[src/design/hcbd_pkg.sv]
package hcbd_pkg;

    // Default widths and depths
    localparam int SIZE_BITS_DEF   = 32;
    localparam int QUEUE_DEPTH_DEF = 2;

    // Byte classes produced by the front end
    localparam logic [2:0] CLS_HEX   = 3'd0;
    localparam logic [2:0] CLS_SEMI  = 3'd1;
    localparam logic [2:0] CLS_CR    = 3'd2;
    localparam logic [2:0] CLS_LF    = 3'd3;
    localparam logic [2:0] CLS_OTHER = 3'd4;

    // Result kinds
    localparam logic [1:0] KIND_FRAME   = 2'd0;
    localparam logic [1:0] KIND_PAYLOAD = 2'd1;
    localparam logic [1:0] KIND_DONE    = 2'd2;
    localparam logic [1:0] KIND_BAD     = 2'd3;

    // Special characters
    localparam logic [7:0] CH_SEMI  = 8'h3B;
    localparam logic [7:0] CH_CR    = 8'h0D;
    localparam logic [7:0] CH_LF    = 8'h0A;
    localparam logic [7:0] CH_0     = 8'h30;
    localparam logic [7:0] CH_9     = 8'h39;
    localparam logic [7:0] CH_LO_A  = 8'h61;
    localparam logic [7:0] CH_LO_F  = 8'h66;
    localparam logic [7:0] CH_UP_A  = 8'h41;
    localparam logic [7:0] CH_UP_F  = 8'h46;
    localparam logic [3:0] HEX_LETTER_OFS = 4'd9;

    // One classified word in the queue
    typedef struct packed {
        logic       restart;
        logic [2:0] cls;
        logic [3:0] hex_val;
        logic [7:0] data;
    } t_token;

endpackage

[src/design/hcbd_classify.sv]
module hcbd_classify (
    input  logic [7:0]      i_byte,
    input  logic            i_restart,
    output hcbd_pkg::t_token o_token
);
    import hcbd_pkg::*;

    logic is_digit;
    logic is_letter;

    // Hex digit detection; letters map through their low nibble plus nine
    assign is_digit  = (i_byte >= CH_0) && (i_byte <= CH_9);
    assign is_letter = ((i_byte >= CH_LO_A) && (i_byte <= CH_LO_F)) ||
                       ((i_byte >= CH_UP_A) && (i_byte <= CH_UP_F));

    always_comb begin
        o_token.restart = i_restart;
        o_token.data    = i_byte;
        o_token.hex_val = is_digit ? i_byte[3:0] : i_byte[3:0] + HEX_LETTER_OFS;
        if (is_digit || is_letter) begin
            o_token.cls = CLS_HEX;
        end else if (i_byte == CH_SEMI) begin
            o_token.cls = CLS_SEMI;
        end else if (i_byte == CH_CR) begin
            o_token.cls = CLS_CR;
        end else if (i_byte == CH_LF) begin
            o_token.cls = CLS_LF;
        end else begin
            o_token.cls = CLS_OTHER;
        end
    end

endmodule

[src/design/hcbd_queue.sv]
module hcbd_queue #(
    parameter int DEPTH = hcbd_pkg::QUEUE_DEPTH_DEF
) (
    input  logic             i_clk,
    input  logic             i_rst_n,
    input  logic             i_valid,
    output logic             o_ready,
    input  hcbd_pkg::t_token i_data,
    output logic             o_valid,
    input  logic             i_ready,
    output hcbd_pkg::t_token o_data
);
    import hcbd_pkg::*;

    localparam int PTR_W = (DEPTH > 1) ? $clog2(DEPTH) : 1;
    localparam int CNT_W = $clog2(DEPTH + 1);

    t_token           r_mem [DEPTH];
    logic [PTR_W-1:0] r_wr_ptr, n_wr_ptr;
    logic [PTR_W-1:0] r_rd_ptr, n_rd_ptr;
    logic [CNT_W-1:0] r_count, n_count;
    logic             push, pop;

    assign o_ready = (r_count != CNT_W'(DEPTH));
    assign o_valid = (r_count != '0);
    assign o_data  = r_mem[r_rd_ptr];
    assign push    = i_valid && o_ready;
    assign pop     = o_valid && i_ready;

    // Pointer wrap and fill count
    always_comb begin
        n_wr_ptr = r_wr_ptr;
        n_rd_ptr = r_rd_ptr;
        n_count  = r_count;
        if (push) begin
            n_wr_ptr = (r_wr_ptr == PTR_W'(DEPTH - 1)) ? '0 : r_wr_ptr + 1'b1;
        end
        if (pop) begin
            n_rd_ptr = (r_rd_ptr == PTR_W'(DEPTH - 1)) ? '0 : r_rd_ptr + 1'b1;
        end
        if (push && !pop) begin
            n_count = r_count + 1'b1;
        end else if (pop && !push) begin
            n_count = r_count - 1'b1;
        end
    end

    always_ff @(posedge i_clk) begin
        if (!i_rst_n) begin
            r_wr_ptr <= '0;
            r_rd_ptr <= '0;
            r_count  <= '0;
        end else begin
            r_wr_ptr <= n_wr_ptr;
            r_rd_ptr <= n_rd_ptr;
            r_count  <= n_count;
        end
    end

    // Storage, no reset
    always_ff @(posedge i_clk) begin
        if (push) begin
            r_mem[r_wr_ptr] <= i_data;
        end
    end

endmodule

[src/design/hcbd_engine.sv]
module hcbd_engine #(
    parameter int SIZE_BITS = hcbd_pkg::SIZE_BITS_DEF
) (
    input  logic             i_clk,
    input  logic             i_rst_n,
    input  logic             i_valid,
    output logic             o_ready,
    input  hcbd_pkg::t_token i_token,
    output logic             o_valid,
    input  logic             i_ready,
    output logic [7:0]       o_byte,
    output logic [1:0]       o_kind
);
    import hcbd_pkg::*;

    localparam logic [2:0] PH_SIZE    = 3'd0;
    localparam logic [2:0] PH_EXT     = 3'd1;
    localparam logic [2:0] PH_DATA    = 3'd2;
    localparam logic [2:0] PH_DATA_CR = 3'd3;
    localparam logic [2:0] PH_DATA_LF = 3'd4;
    localparam logic [2:0] PH_TRAILER = 3'd5;
    localparam logic [2:0] PH_DONE    = 3'd6;
    localparam logic [2:0] PH_BAD     = 3'd7;

    logic [2:0]           r_phase, n_phase;
    logic [SIZE_BITS-1:0] r_size, n_size;
    logic [SIZE_BITS-1:0] r_left, n_left;
    logic [SIZE_BITS-1:0] left_dec;
    logic                 r_digit, n_digit;
    logic                 r_nonempty, n_nonempty;
    logic                 r_out_valid;
    logic [7:0]           r_out_byte, n_out_byte;
    logic [1:0]           r_out_kind, n_out_kind;
    logic                 advance;

    // Output register frees up when empty or being taken
    assign o_ready  = !r_out_valid || i_ready;
    assign advance  = i_valid && o_ready;
    assign o_valid  = r_out_valid;
    assign o_byte   = r_out_byte;
    assign o_kind   = r_out_kind;
    assign left_dec = r_left - 1'b1;

    // Per-word state update
    always_comb begin
        n_phase    = r_phase;
        n_size     = r_size;
        n_left     = r_left;
        n_digit    = r_digit;
        n_nonempty = r_nonempty;
        n_out_byte = 8'd0;
        n_out_kind = KIND_FRAME;
        if (i_token.restart) begin
            n_phase    = PH_SIZE;
            n_size     = '0;
            n_left     = '0;
            n_digit    = 1'b0;
            n_nonempty = 1'b0;
        end else begin
            unique case (r_phase)
                PH_SIZE, PH_EXT: begin
                    if (r_phase == PH_SIZE && i_token.cls == CLS_HEX) begin
                        if (r_size[SIZE_BITS-1 -: 4] != 4'd0) begin
                            n_phase    = PH_BAD;
                            n_out_kind = KIND_BAD;
                        end else begin
                            n_size  = {r_size[SIZE_BITS-5:0], i_token.hex_val};
                            n_digit = 1'b1;
                        end
                    end else if (i_token.cls == CLS_LF) begin
                        // end of size line
                        if (!r_digit) begin
                            n_phase    = PH_BAD;
                            n_out_kind = KIND_BAD;
                        end else begin
                            if (r_size == '0) begin
                                n_phase    = PH_TRAILER;
                                n_nonempty = 1'b0;
                            end else begin
                                n_left  = r_size;
                                n_phase = PH_DATA;
                            end
                            n_size  = '0;
                            n_digit = 1'b0;
                        end
                    end else if (r_phase == PH_SIZE) begin
                        if (i_token.cls == CLS_SEMI) begin
                            n_phase = PH_EXT;
                        end else if (i_token.cls != CLS_CR) begin
                            n_phase    = PH_BAD;
                            n_out_kind = KIND_BAD;
                        end
                    end
                end
                PH_DATA: begin
                    n_out_kind = KIND_PAYLOAD;
                    n_out_byte = i_token.data;
                    n_left     = left_dec;
                    if (left_dec == '0) begin
                        n_phase = PH_DATA_CR;
                    end
                end
                PH_DATA_CR: begin
                    if (i_token.cls == CLS_LF) begin
                        n_phase = PH_SIZE;
                    end else if (i_token.cls == CLS_CR) begin
                        n_phase = PH_DATA_LF;
                    end else begin
                        n_phase    = PH_BAD;
                        n_out_kind = KIND_BAD;
                    end
                end
                PH_DATA_LF: begin
                    if (i_token.cls == CLS_LF) begin
                        n_phase = PH_SIZE;
                    end else begin
                        n_phase    = PH_BAD;
                        n_out_kind = KIND_BAD;
                    end
                end
                PH_TRAILER: begin
                    if (i_token.cls == CLS_LF) begin
                        if (!r_nonempty) begin
                            n_phase    = PH_DONE;
                            n_out_kind = KIND_DONE;
                        end
                        n_nonempty = 1'b0;
                    end else if (i_token.cls != CLS_CR) begin
                        n_nonempty = 1'b1;
                    end
                end
                PH_DONE: begin
                    n_out_kind = KIND_DONE;
                end
                default: begin
                    n_phase    = PH_BAD;
                    n_out_kind = KIND_BAD;
                end
            endcase
        end
    end

    always_ff @(posedge i_clk) begin
        if (!i_rst_n) begin
            r_phase     <= PH_SIZE;
            r_size      <= '0;
            r_left      <= '0;
            r_digit     <= 1'b0;
            r_nonempty  <= 1'b0;
            r_out_valid <= 1'b0;
        end else begin
            if (advance) begin
                r_phase    <= n_phase;
                r_size     <= n_size;
                r_left     <= n_left;
                r_digit    <= n_digit;
                r_nonempty <= n_nonempty;
            end
            if (o_ready) begin
                r_out_valid <= i_valid;
            end
        end
    end

    // Result payload
    always_ff @(posedge i_clk) begin
        if (advance) begin
            r_out_byte <= n_out_byte;
            r_out_kind <= n_out_kind;
        end
    end

endmodule

[src/design/http_chunked_body_decoder_unit.sv]
// Chunked body decoder: one raw body byte in, one classified word out.
// Slave channel s_axis: tdata carries the byte, tuser the restart flag
// (restart clears the decoder to the size line; its byte is ignored).
// Master channel m_axis: tdata carries the payload byte (zero unless the
// kind is payload), tuser the kind: framing, payload, body done, malformed.
// Errors and size overflow stick as malformed until a restart word.
// A word accepted on s_axis goes into a queue slot, then through the
// registered decoder step, which puts its result on m_axis.
// Throughput: one word per cycle while m_axis_tready is high; the decoder
// update is one combinational step (hex accumulate, down-count, compare).
// A two-word queue between the byte classifier and the decoder takes up
// stalls: while m_axis_tready is low the result holds, the queue fills and
// s_axis_tready drops once it is full.
// Reset (i_rst_n low, synchronous) empties the queue and the output
// register and returns the decoder to the size-line state.
module http_chunked_body_decoder_unit #(
    parameter int SIZE_BITS   = hcbd_pkg::SIZE_BITS_DEF,
    parameter int QUEUE_DEPTH = hcbd_pkg::QUEUE_DEPTH_DEF
) (
    input  logic       i_clk,
    input  logic       i_rst_n,
    input  logic       s_axis_tvalid,
    output logic       s_axis_tready,
    input  logic [7:0] s_axis_tdata,  // [7:0] byte_in
    input  logic [0:0] s_axis_tuser,  // [0] restart
    output logic       m_axis_tvalid,
    input  logic       m_axis_tready,
    output logic [7:0] m_axis_tdata,  // [7:0] byte_out
    output logic [1:0] m_axis_tuser   // [1:0] kind
);
    import hcbd_pkg::*;

    t_token in_token;
    t_token q_token;
    logic   q_valid;
    logic   q_ready;

    // Front: classify the incoming byte
    hcbd_classify u_classify (
        .i_byte    (s_axis_tdata),
        .i_restart (s_axis_tuser[0]),
        .o_token   (in_token)
    );

    // Decoupling queue
    hcbd_queue #(
        .DEPTH (QUEUE_DEPTH)
    ) u_queue (
        .i_clk   (i_clk),
        .i_rst_n (i_rst_n),
        .i_valid (s_axis_tvalid),
        .o_ready (s_axis_tready),
        .i_data  (in_token),
        .o_valid (q_valid),
        .i_ready (q_ready),
        .o_data  (q_token)
    );

    // Back: framing state machine with output register
    hcbd_engine #(
        .SIZE_BITS (SIZE_BITS)
    ) u_engine (
        .i_clk   (i_clk),
        .i_rst_n (i_rst_n),
        .i_valid (q_valid),
        .o_ready (q_ready),
        .i_token (q_token),
        .o_valid (m_axis_tvalid),
        .i_ready (m_axis_tready),
        .o_byte  (m_axis_tdata),
        .o_kind  (m_axis_tuser)
    );

endmodule

[config.mk]
export PLATFORM = sky130hd
export DESIGN_NAME = http_chunked_body_decoder_unit
export DESIGN_NICKNAME = d
export VERILOG_FILES = /design/src/design/hcbd_pkg.sv /design/src/design/hcbd_classify.sv /design/src/design/hcbd_queue.sv /design/src/design/hcbd_engine.sv /design/src/design/http_chunked_body_decoder_unit.sv
export SDC_FILE = /design/constraint.sdc
export NUM_CORES = 1
export LEC_CHECK = 0
export BUFFER_PORTS_ARGS = -buffer_cell sky130_fd_sc_hd__buf_2
export CAP_MARGIN = 20
export CORE_AREA = 2 2 121 123
export DETAILED_ROUTE_END_ITERATION = 10
export DIE_AREA = 0 0 123 125
export HOLD_SLACK_MARGIN = 0.15
export PLACE_DENSITY = 0.6
export SLEW_MARGIN = 40
export SYNTH_ARGS = -nofsm -noshare
export SYNTH_HDL_FRONTEND = slang
export SYNTH_SLANG_ARGS = --single-unit
[constraint.sdc]
create_clock -name i_clk -period 9.3 [get_ports i_clk]
set_input_delay 0.465 -clock i_clk [delete_from_list [all_inputs] [get_ports i_clk]]
set_output_delay 0.465 -clock i_clk [all_outputs]
set_load 0.05 [all_outputs]
==> metrics.md <==
| Metric | Value |
|---|---|
| Status | finished clean |
| Post-synth top area cell | dfxtp_1 |
| DP Worst Slack | 6.05 ns |
| Worst setup margin | 5.98 ns |
| Post-synth EDFFs | 42 |
| Max Root-Sink Buffers | 2 |
| Required @ worst endpoint | 9.64 ns |
| Peak VDD IR | 0.179 mV |
| First-pass GRT wire length | 26,200 um |
| Synth unique cells | 70 |
| Syn Inst Count | 697 |
| Clock Skew | 0.00630 ns |
| YS warnings | 0 |
| Commonest register cell after synthesis | dfxtp_1 |
| Seq/Total Area, Yosys | 44.8% |
| Die width | 123 um |
| Hold Path Class | in2reg |
| Die footprint | 15,400 um^2 |
| WL met3 | 915 um |
| Synth async-reset ratio | 0% |
| Clk slew on worst S/H paths | 0.06 ns |
| # rows | 44 |
| Crit. End Element | flop |
| Proportion of layout cells with a drive suffix above 1 | 13.0% |
| Most frequent cells in the layout | nand2_1, dfxtp_1, nor2_1, o21ai_0 |
| Setup Viol. Count Final | 0 |
| Sum Neg Setup Slack | 0 ns |
| Synthesis-stage register bit count | 117 |
| Worst R2R Setup Slack | 5.98 ns |
| Overall global routing resource usage | 21.6% |
| Port Buffers | 24 |
| Netlist Area Pre-Place | 6170 um^2 |
| PwrDens | 294 nW/um^2 |
| Fin util | 49.0% |
| RSZ-0062 raised after global routing | no |
| Hold depth | 1 |
| Syn_area_per_cell | 8.85 um^2 |
| Top layer in use | met4 |
| Die Y | 125 um |
| Via Count | 5,328 |
| Syn Nets | 717 |
| Final Net Count | 723 |
| Worst setup SP type | flop |
| Fmax achieved | 0.301 GHz |
| P&R area growth vs syn | 13.0% |
| Largest net degree at the start of global routing | 65 |
| Post-cts sizing count | 0 |
| Initial antenna violation count | 0 |
| Inst Count DP | 868 |
| Insertion delay to the later sink of the worst-skew pair | 0.42 ns |
| Iteration-0 DRC Markers | 537 |
| Hold Startpoint | s_axis_tuser |
| Max Fanout on Critical Path | 10 |
| Critical R2R Capture | u_engine.r_phase[1] |
| IO Pins | 25 |
| Vias in the first global route | 5,101 |
| Grt total ovfl | 0 |
| CTS buffer count | 17 |
| Crit Path Category | reg2reg |
| Met1 WL | 7080 um |
| Worst Path Arrival | 3.67 ns |
| Tcrit/Tclk final | 35.7% |
| Worst Tran Pin Value | 0.716 ns |
| CTS root buffer | clkbuf_16 |
| R2R depth | 10 |
| Final WL | 15,700 um |
| Tot Pwr | 0.00205 W |
| WHS Endpoint | u_queue.r_mem[1][15] |
| Final Hold Violating Endpoints | 0 |
| Yosys top cell area share | 24.4% |
| Leakage power | 2.37 nW |
| Pre-Repair DR Iteration Count | 5 |
| Commonest non-fill, non-tap cell in the layout | nand2_1 |
| Gpl congestion | 0.925 |
| Clock sink total | 117 |
| Tmin final | 3.32 ns |
| Final std cells w/o fill | 900 |
| Routed len/inst | 17.5 um |
| CTS tree | built |
| Core area | 14,200 um^2 |
| Met2 routed WL | 7310 um |
| Starting Density | 43.4% |
| CTS Hold Bufs | 0 |
| N_diodes | 0 |
| Via/cell ratio | 5.92 |
| Antenna viol nets, final | 0 |
| Number of max-cap violations | 0 |
| Dpl hpwl | 10,400 um |
| Slew headroom | 52.2% |
| H-tree depth | 4 |
| Final Max Slew Viols | 0 |
| Reg2Reg Launch Point | u_engine.r_left[0] |
| Post-route DRC violation count | 0 |
| Largest cells by area after synthesis | dfxtp_1, edfxtp_1, nand2_1 |
| Post-CTS Setup Bufs | 0 |
-- state kept, by name (all words and copies together) (netlist names), named ones only --
signal and cells:
u_engine.r_size 32, u_engine.o_byte 8, u_engine.r_left 32, u_queue.r_mem 32
u_queue.r_count 2, u_engine.r_digit 1, u_engine.r_phase 3, u_queue.r_rd_ptr 1
u_engine.o_kind 2, u_engine.o_valid 1, u_engine.r_nonempty 1, u_queue.r_wr_ptr 1
-- critical path: stages, from the launching register on --
cell	delay, ns
dfxtp_1	0.36
inv_1	0.12
ha_1	0.30
nor3b_2	0.40
nand4_1	0.41
nor4_1	0.35
xnor2_1	0.19
nand4b_1	0.12
or4_1	0.55
o22ai_2	0.21
mux2i_1	0.24
-- synthesized netlist by cell type (all sizes together) (12+ instances only) --
| cell type | n |
|---|---|
| nand2 | 84 |
| inv | 12 |
| a21boi | 41 |
| dfxtp | 75 |
| a21oi | 38 |
| nor2 | 58 |
| edfxtp | 42 |
| o2111ai | 13 |
| nor3 | 20 |
| mux2i | 15 |
| clkbuf | 41 |
| o21ai | 45 |
| and2 | 13 |
| nor4 | 22 |
| nand3 | 42 |
| xnor2 | 12 |
-- stage by stage --
step	hold slack, ns	area, um^2
global placement	0.471	6400
CTS	0.211	6960
detailed placement	0.487	6410
global route	0.214	6970
floorplan	0.453	6170
finish	0.224	6970
-- worst max path at each step --
| stage | start | endpoint | slack [ns] |
|---|---|---|---|
| global placement | m_axis_tready | u_engine.r_left[0] | 6.10 |
| detailed placement | m_axis_tready | u_engine.r_left[0] | 6.05 |
| global route | u_engine.r_left[0] | u_engine.r_phase[1] | 5.71 |
| CTS | u_engine.r_left[0] | u_engine.r_phase[1] | 6.00 |
| floorplan | u_engine.r_left[15] | u_engine.r_phase[0] | 6.32 |
| finish | u_engine.r_left[0] | u_engine.r_phase[1] | 5.98 |
-- area by class of cell --
type	count	area [um^2]
clock buffer	18	429
clock inverter	14	118
fill	1351	7240
inverter	12	45.0
multi-input combinational	523	3200
sequential	117	2760
tap	184	230
timing repair buffer	32	180
-- metal layers --
layer	global-route usage, %	vias up
met3	5.16	35
met2	33.1	181
met5	0	-
met1	29.2	2529
met4	9.09	0
li1	-	2583
-- report_power, final --
part / switching (W) / total (W) / leakage (nW) / internal, W
registers: 0.0000566 / 0.000664 / 1.00 / 0.000608
clock network: 0.000260 / 0.000607 / 0.263 / 0.000347
logic: 0.000532 / 0.000775 / 1.10 / 0.000244
total: 0.000848 / 0.00205 / 2.37 / 0.00120
-- cells by family after synthesis --
| family | share of synthesized area, % |
|---|---|
| flip-flops | 44.8 |
| buffers and inverters | 3.79 |
| multiplexers | 3.53 |
| AO/OA/AOI/OAI | 19.7 |
| XOR/XNOR | 2.27 |
| adder cells (fa/ha/maj) | 1.42 |
| AND/OR/NAND/NOR | 24.5 |
No activity file was read; power rests on OpenSTA's default activity.
